==> src/rtl/apt_pkg.sv <==
`default_nettype none

package apt_pkg;

  localparam int unsigned DATA_W        = 32;
  localparam int unsigned IDX_W         = 4;
  localparam int unsigned PROD_W        = 2 * DATA_W;
  localparam int unsigned ACC_W         = PROD_W + 2;
  localparam int unsigned ROWS          = 3;
  localparam int unsigned CELLS         = 4;
  localparam int unsigned FRAC_BITS_DEF = 16;

  localparam logic REQ_LOAD  = 1'b0;
  localparam logic REQ_XFORM = 1'b1;

  localparam logic [1:0] ROW_UNUSED = 2'd3;

  localparam logic [DATA_W-1:0] SAT_MAX = 32'h7fff_ffff;
  localparam logic [DATA_W-1:0] SAT_MIN = 32'h8000_0000;

  typedef struct packed {
    logic                        valid;
    logic                        req_type;
    logic [IDX_W-1:0]            element_index;
    logic [DATA_W-1:0]           element_value;
    logic [ROWS-1:0][DATA_W-1:0] pt;
    logic [ROWS-1:0][ACC_W-1:0]  acc;
  } word_t;

endpackage

`default_nettype wire

==> src/rtl/apt_out_stage.sv <==
`default_nettype none

module apt_out_stage import apt_pkg::*; #(
  parameter int unsigned FRAC_BITS = FRAC_BITS_DEF
) (
  input  wire logic         clk_i,
  input  wire logic         rst_ni,
  input  wire logic         en_i,
  input  wire word_t        word_i,
  output logic              out_valid_o,
  output logic [DATA_W-1:0] out_x_o,
  output logic [DATA_W-1:0] out_y_o,
  output logic [DATA_W-1:0] out_z_o,
  output logic              saturated_o
);

  logic                        out_valid_q;
  logic [ROWS-1:0][DATA_W-1:0] res_q, res_d;
  logic                        sat_q, sat_d;
  logic                        take;

  always_comb begin
    logic signed [ACC_W-1:0] sh;
    logic [ACC_W-DATA_W:0]   hi;
    sat_d = 1'b0;
    for (int r = 0; r < ROWS; r++) begin
      sh = $signed(word_i.acc[r]) >>> FRAC_BITS;
      hi = sh[ACC_W-1:DATA_W-1];
      if ((&hi) || !(|hi)) begin
        res_d[r] = sh[DATA_W-1:0];
      end else begin
        sat_d    = 1'b1;
        res_d[r] = sh[ACC_W-1] ? SAT_MIN : SAT_MAX;
      end
    end
  end

  assign take = word_i.valid && (word_i.req_type == REQ_XFORM);

  always_ff @(posedge clk_i or negedge rst_ni) begin
    if (!rst_ni) begin
      out_valid_q <= 1'b0;
      res_q       <= '0;
      sat_q       <= 1'b0;
    end else if (en_i) begin
      out_valid_q <= take;
      res_q       <= res_d;
      sat_q       <= sat_d;
    end
  end

  assign out_valid_o = out_valid_q;
  assign out_x_o     = res_q[0];
  assign out_y_o     = res_q[1];
  assign out_z_o     = res_q[2];
  assign saturated_o = sat_q;

`ifndef NO_ASSERTIONS
  a_rise_src: assert property (@(posedge clk_i) disable iff (!rst_ni)
    $rose(out_valid_q) |-> $past(en_i && take))
    else $error("result appeared without a transform word");

  a_no_load_result: assert property (@(posedge clk_i) disable iff (!rst_ni)
    (en_i && !take) |=> !out_valid_q)
    else $error("load or bubble produced a result");

  a_hold_result: assert property (@(posedge clk_i) disable iff (!rst_ni)
    (!en_i && out_valid_q) |=> out_valid_q)
    else $error("held result dropped");
`endif

endmodule

`default_nettype wire

==> config.mk <==
export PLATFORM = sky130hd
export DESIGN_NAME = apt_out_stage
export DESIGN_NICKNAME = d
export VERILOG_FILES = /design/src/rtl/apt_pkg.sv /design/src/rtl/apt_out_stage.sv
export SDC_FILE = /design/constraint.sdc
export NUM_CORES = 1
export LEC_CHECK = 0
export BUFFER_PORTS_ARGS = -buffer_cell sky130_fd_sc_hd__buf_2
export CAP_MARGIN = 30
export CORE_AREA = 2 2 167 169
export CTS_BUF_LIST = sky130_fd_sc_hd__clkbuf_4 sky130_fd_sc_hd__clkbuf_8
export DETAILED_ROUTE_END_ITERATION = 6
export DIE_AREA = 0 0 169 171
export HOLD_SLACK_MARGIN = 0.12
export PLACE_DENSITY = 0.47
export SLEW_MARGIN = 20
export SYNTH_ARGS = -nofsm -noshare
export SYNTH_HDL_FRONTEND = slang
export SYNTH_SLANG_ARGS = --single-unit
==> constraint.sdc <==
create_clock -name clk_i -period 0.88 [get_ports clk_i]
set_clock_uncertainty 0.1 [all_clocks]
set_input_delay 0.176 -clock clk_i [delete_from_list [all_inputs] [get_ports clk_i]]
set_output_delay 0.176 -clock clk_i [all_outputs]
set_load 0.02 [all_outputs]
# ---- Yosys cells after proc, flatten, opt, wreduce, memory -nomap -nowiden
# Index checks and enable logic that the tools add are counted.
dict set report word_totals {
  reg_bits 98
  inputBits 335
  elab_cells 27
}
dict set report op_classes {
  muxes 9
  reduce_logical 13
}
# op count
set op_table {}
lappend op_table {{$mux 32} 6}
lappend op_table {{$reduce_and 19->1} 3}
lappend op_table {{$reduce_or 19->1} 3}
lappend op_table {{$logic_not 1->1} 3}
lappend op_table {{$logic_or 1x1->1} 3}
lappend op_table {{$mux 1} 3}
lappend op_table {{$logic_and 1x1->1} 1}

# ---- Depth between registers and ports, before layout
dict set report logic_depth {
  depth_word 6
  mapped_depth 6
  ltp_nobuf 5
}

# ---- Worst setup path before layout
# Ideal clock, no wire load.
dict set report synth_timing {
  path_type {in2reg}
  start {in word_i[192] (netlist bit)}
  end {reg res_q (netlist bit out_z_o[10])}
  arrival_time_ns 1.518
  required_ns 0.654
  setup_slack_ns -0.864
  cell_stages 6
  path_buffers 1
  path_cell_list {nor4_1 -> nand4_1 -> or4_4 -> nor3b_4 -> buf_6 -> a221o_1}
}
dict set report synth_via {
  elab_chain_len 4
}
# element line
set synth_rtl {}
lappend synth_rtl {{start: declaration} apt_out_stage.sv:9} ;# input wire word_t word_i,
lappend synth_rtl {{$reduce_or 19->1} apt_out_stage.sv:29} ;# if ((&hi) || !(|hi)) begin
lappend synth_rtl {{$logic_not 1->1} apt_out_stage.sv:29}
lappend synth_rtl {{$logic_or 1x1->1 (*)} apt_out_stage.sv:29}
lappend synth_rtl {{$mux 32 (*)} apt_out_stage.sv:29}
lappend synth_rtl {{end signal: assignment} apt_out_stage.sv:47} ;# res_q <= res_d;
lappend synth_rtl {{end: declaration} apt_out_stage.sv:18} ;# logic [ROWS-1:0][DATA_W-1:0] res_q, res_d;
# Every way passes the cells marked *; elsewhere a longest branch is shown, timed or not.
# A chain may end at the register's enable or synchronous reset.

# ---- Worst setup path after layout
dict set report layout_timing {
  start {in word_i[187] (netlist bit)}
  end {reg res_q (netlist bit out_z_o[7])}
}
# The elaborated chain is that of the path after synthesis.

==> flow_summary_export.csv <==
group,metric,value,unit
global_route,grt.total_usage,10.59,%
detailed_routing,ant_nets,0,
sta,setup_repair_after_global_routing_missed_its_margin,"true",
power_and_ir_drop,powerDensity,1461,mW/mm^2
floorplanning,placement_rows,61,
sta,fmaxAchievable,633.8,MHz
global_route,gr-usage-met3,2.267,%
floorplanning,die_x,169,um
job,max-cap-violations,0,
synth,synth.net_count,642,
synth,yosysTopAreaCell,"sky130_fd_sc_hd__dfrtp_1",
sta,setup-tns-final,-91470,ps
synth,mappedNetlistArea,0.004086,mm^2
layout,final_common_cell,"sky130_fd_sc_hd__buf_6",
clock_network,ctsRootBufferMaster,"sky130_fd_sc_hd__clkbuf_8",
clock_network,total_clock_sinks,98,
layout,final_net_count,995,
clock_network,clock_path_buffers,2,
worst_setup_path,timing.rr.start,"out_x_o[0]",
worst_setup_path,cp-end-kind,"flip-flop",
synth,synthesis.area_per_instance,13.31,um^2
worst_setup_path,critical_path_cell_count,7,
worst_setup_path,critical_path.n_buffers_inverters,2,
clock_network,clk_latency,380,ps
worst_setup_path,crit_path_start,"word_i[187]",
worst_setup_path,setup.reg_to_reg.worst_slack,-320,ps
clock_network,path_clk_slew,130,ps
floorplanning,initial_core_utilization,14.96,%
detailed_routing,routed_wl,16.81,mm
clock_network,cts-buffers-inserted,9,
floorplanning,die_h,171,um
place,place_hpwl,10.88,mm
place,dpl-instance-area,0.006233,mm^2
global_route,grt_overflow_total,0,
detailed_routing,drtPass1Iterations,4,
clock_network,clock_tree_from_tritoncts,"done",
synth,post_synth_main_area_contributors,"sky130_fd_sc_hd__dfrtp_1, sky130_fd_sc_hd__a221o_1, sky130_fd_sc_hd__a311o_1",
worst_setup_path,crit_path_start_kind,"input pin",
detailed_routing,vias_per_cell,4.228,
place,dpl_worst_slack,-1130,ps
worst_setup_path,cp_slowest_stage_delay,450,ps
place,gpl.final_weighted_congestion,0.7177,
detailed_routing,route.detailed.wl_per_inst,16.61,um
sta,worst_hold_slack,-102.0,ps
worst_setup_path,cpMaxStageDelayCell,"sky130_fd_sc_hd__or4_4",
sta,period_share,179.3,%
global_route,via_count_of_the_first_global_routing_pass,4201,
global_route,met2_usage,16.71,%
global_route,grt_antenna_before_repair,1,
worst_setup_path,regToRegEndpoint,"out_x_o[0]",
sta,final_max_slew_viol_count,0,
worst_hold_path,hp-class,"input pin to flip-flop",
global_route,grt_max_degree,61,
layout,layout.cells.most_common_list,"sky130_fd_sc_hd__buf_6, sky130_fd_sc_hd__buf_2, sky130_fd_sc_hd__dfrtp_1, sky130_fd_sc_hd__a221o_1, sky130_fd_sc_hd__buf_4",
synth,sequential_to_total_area_share_from_yosys_stat,60.01,%
global_route,top_usage_layer,"met2",
global_route,use_met1,14.37,%
worst_setup_path,rr_worst_depth,3,
sta,setup_viol,194,
detailed_routing,vias,4279,
synth,synth_largest_type_area_fraction,60.01,%
clock_network,h-tree-depth,3,
sta,fin_ws,-697.8,ps
detailed_routing,drtIter0Drc,206,
clock_network,ctsHoldBuffers,29,
worst_setup_path,worst_ep_required_time,1050,ps
synth,post_synth_inst_count,307,
global_route,first_pass_grt_wire_length,23.57,mm
worst_setup_path,crit_family,"simple AND/OR/NAND/NOR gates",
layout,n_fill_cell,2806,
sta,slew-limit-headroom,64.54,%
synth,ys.warnings.count,0,
layout,syn2layout_area_growth,99.66,%
sta,fin_crit,1578,ps
layout,final_area,0.008159,mm^2
sta,hold_viol_final,66,
worst_setup_path,worst_ep_arrival_time,1740,ps
worst_setup_path,critical_path.cell_chain,"buf_6, nor4_4, nand4_1, or4_4, nor3b_4, clkbuf_16, a221o_1",
synth,synth_cell_type_count,24,
power_and_ir_drop,power,11.92,mW
outcome,violations,"hold timing, setup timing",
synth,synth-seq-cells,98,
layout,final_util,29.86,%
power_and_ir_drop,p_leak,3.691,nW
place,numPortBuffers,252,
sta,worst_slew_pin_slew,531.4,ps
layout,layoutNonFillerInstCount,1012,
place,post_place_cells,919,
layout,share_of_layout_cells_above_drive_strength_1,58.35,%
floorplanning,num_io_pins,433,
detailed_routing,drc,0,
worst_setup_path,endpoint,"out_z_o[7]",
worst_setup_path,cp_max_fo,6,
worst_setup_path,path_class,"input pin to flip-flop",
floorplanning,core_region_area,0.02732,mm^2
outcome,status,"finished, violations left",
floorplanning,design.die.area,0.02890,mm^2
power_and_ir_drop,ir_drop,0.0006056,V
==> worst reg2reg max path, cell delays in order, from the launching register on <==
cell,delay [ps]
sky130_fd_sc_hd__dfrtp_1,410
sky130_fd_sc_hd__buf_4,140
sky130_fd_sc_hd__buf_4,120
sky130_fd_sc_hd__a221o_1,320
==> flip-flops by register name (all words and copies together), names as in the netlist <==
signal       flops
out_z_o         32
out_y_o         32
out_x_o         32
out_valid_o      1
saturated_o      1
==> where the power goes <==
group	internal (mW)	total, mW	switching [mW]
logic	1.97	3.46	1.48
registers	4.90	5.18	0.285
clock network	1.37	3.28	1.91
total	8.24	11.9	3.68
==> synth_stat cells (all sizes together) <==
library cell  instances
nor2b                31
a31oi                 1
o21ai                 1
nor4                 16
or4                   1
mux2                  3
inv                   2
nor3b                 1
a41o                  1
nor3                  3
nand4                17
nand3                 1
dfrtp                98
clkbuf               21
a22o                  1
a311o                31
nor2                  2
nand2                 1
a21oi                 1
buf                  12
a221o                62
==> metal layers <==
| layer | share of wire, % | vias up |
|---|---|---|
| li1 | - | 1977 |
| met1 | 46 | 2124 |
| met2 | 47 | 164 |
| met3 | 5.5 | 14 |
| met4 | 1.5 | 0 |
| met5 | 0 | - |
==> worst min-delay path by stage <==
stage / startpoint / endpoint / cells past startpoint
floorplan: rst_ni / out_valid_o / 0
global placement: rst_ni / out_y_o[28] / 2
detailed placement: rst_ni / out_y_o[28] / 2
CTS: word_i[157] / out_z_o[9] / 2
global route: word_i[157] / out_z_o[9] / 2
finish: word_i[161] / out_z_o[13] / 2
==> final cells by class <==
cell class	instances	area [um^2]	share of cell area (%)
Clock inverter	7	86.33	1.058
Antenna cell	1	2.502	0.03067
Multi-Input combinational cell	174	1705	20.90
Clock buffer	9	123.9	1.518
Timing Repair Buffer	375	3348	41.04
Sequential cell	98	2452	30.06
Tap cell	346	432.9	5.306
Inverter	2	7.507	0.09201
==> kinds of logic (layout without fill, tap and decap cells) <==
kind of cell | after synthesis | in the layout | synth area share [%]
AO/OA/AOI/OAI | 98 | 98 | 23.73
buffers and inverters | 35 | 393 | 4.133
AND/OR/NAND/NOR | 73 | 73 | 11.30
flip-flops | 98 | 98 | 60.01
multiplexers | 3 | 3 | 0.8266
other | 0 | 1 | 0
==> repair_timing <==
item,4_1_cts,5_1_grt
endpoints found under the setup margin,192,195
pin swaps,2,40
hold endpoints to repair,195,70
cloned,5,4
gates resized for setup,239,24
buffers inserted,26,13
Power figures use the tool's default switching activity.
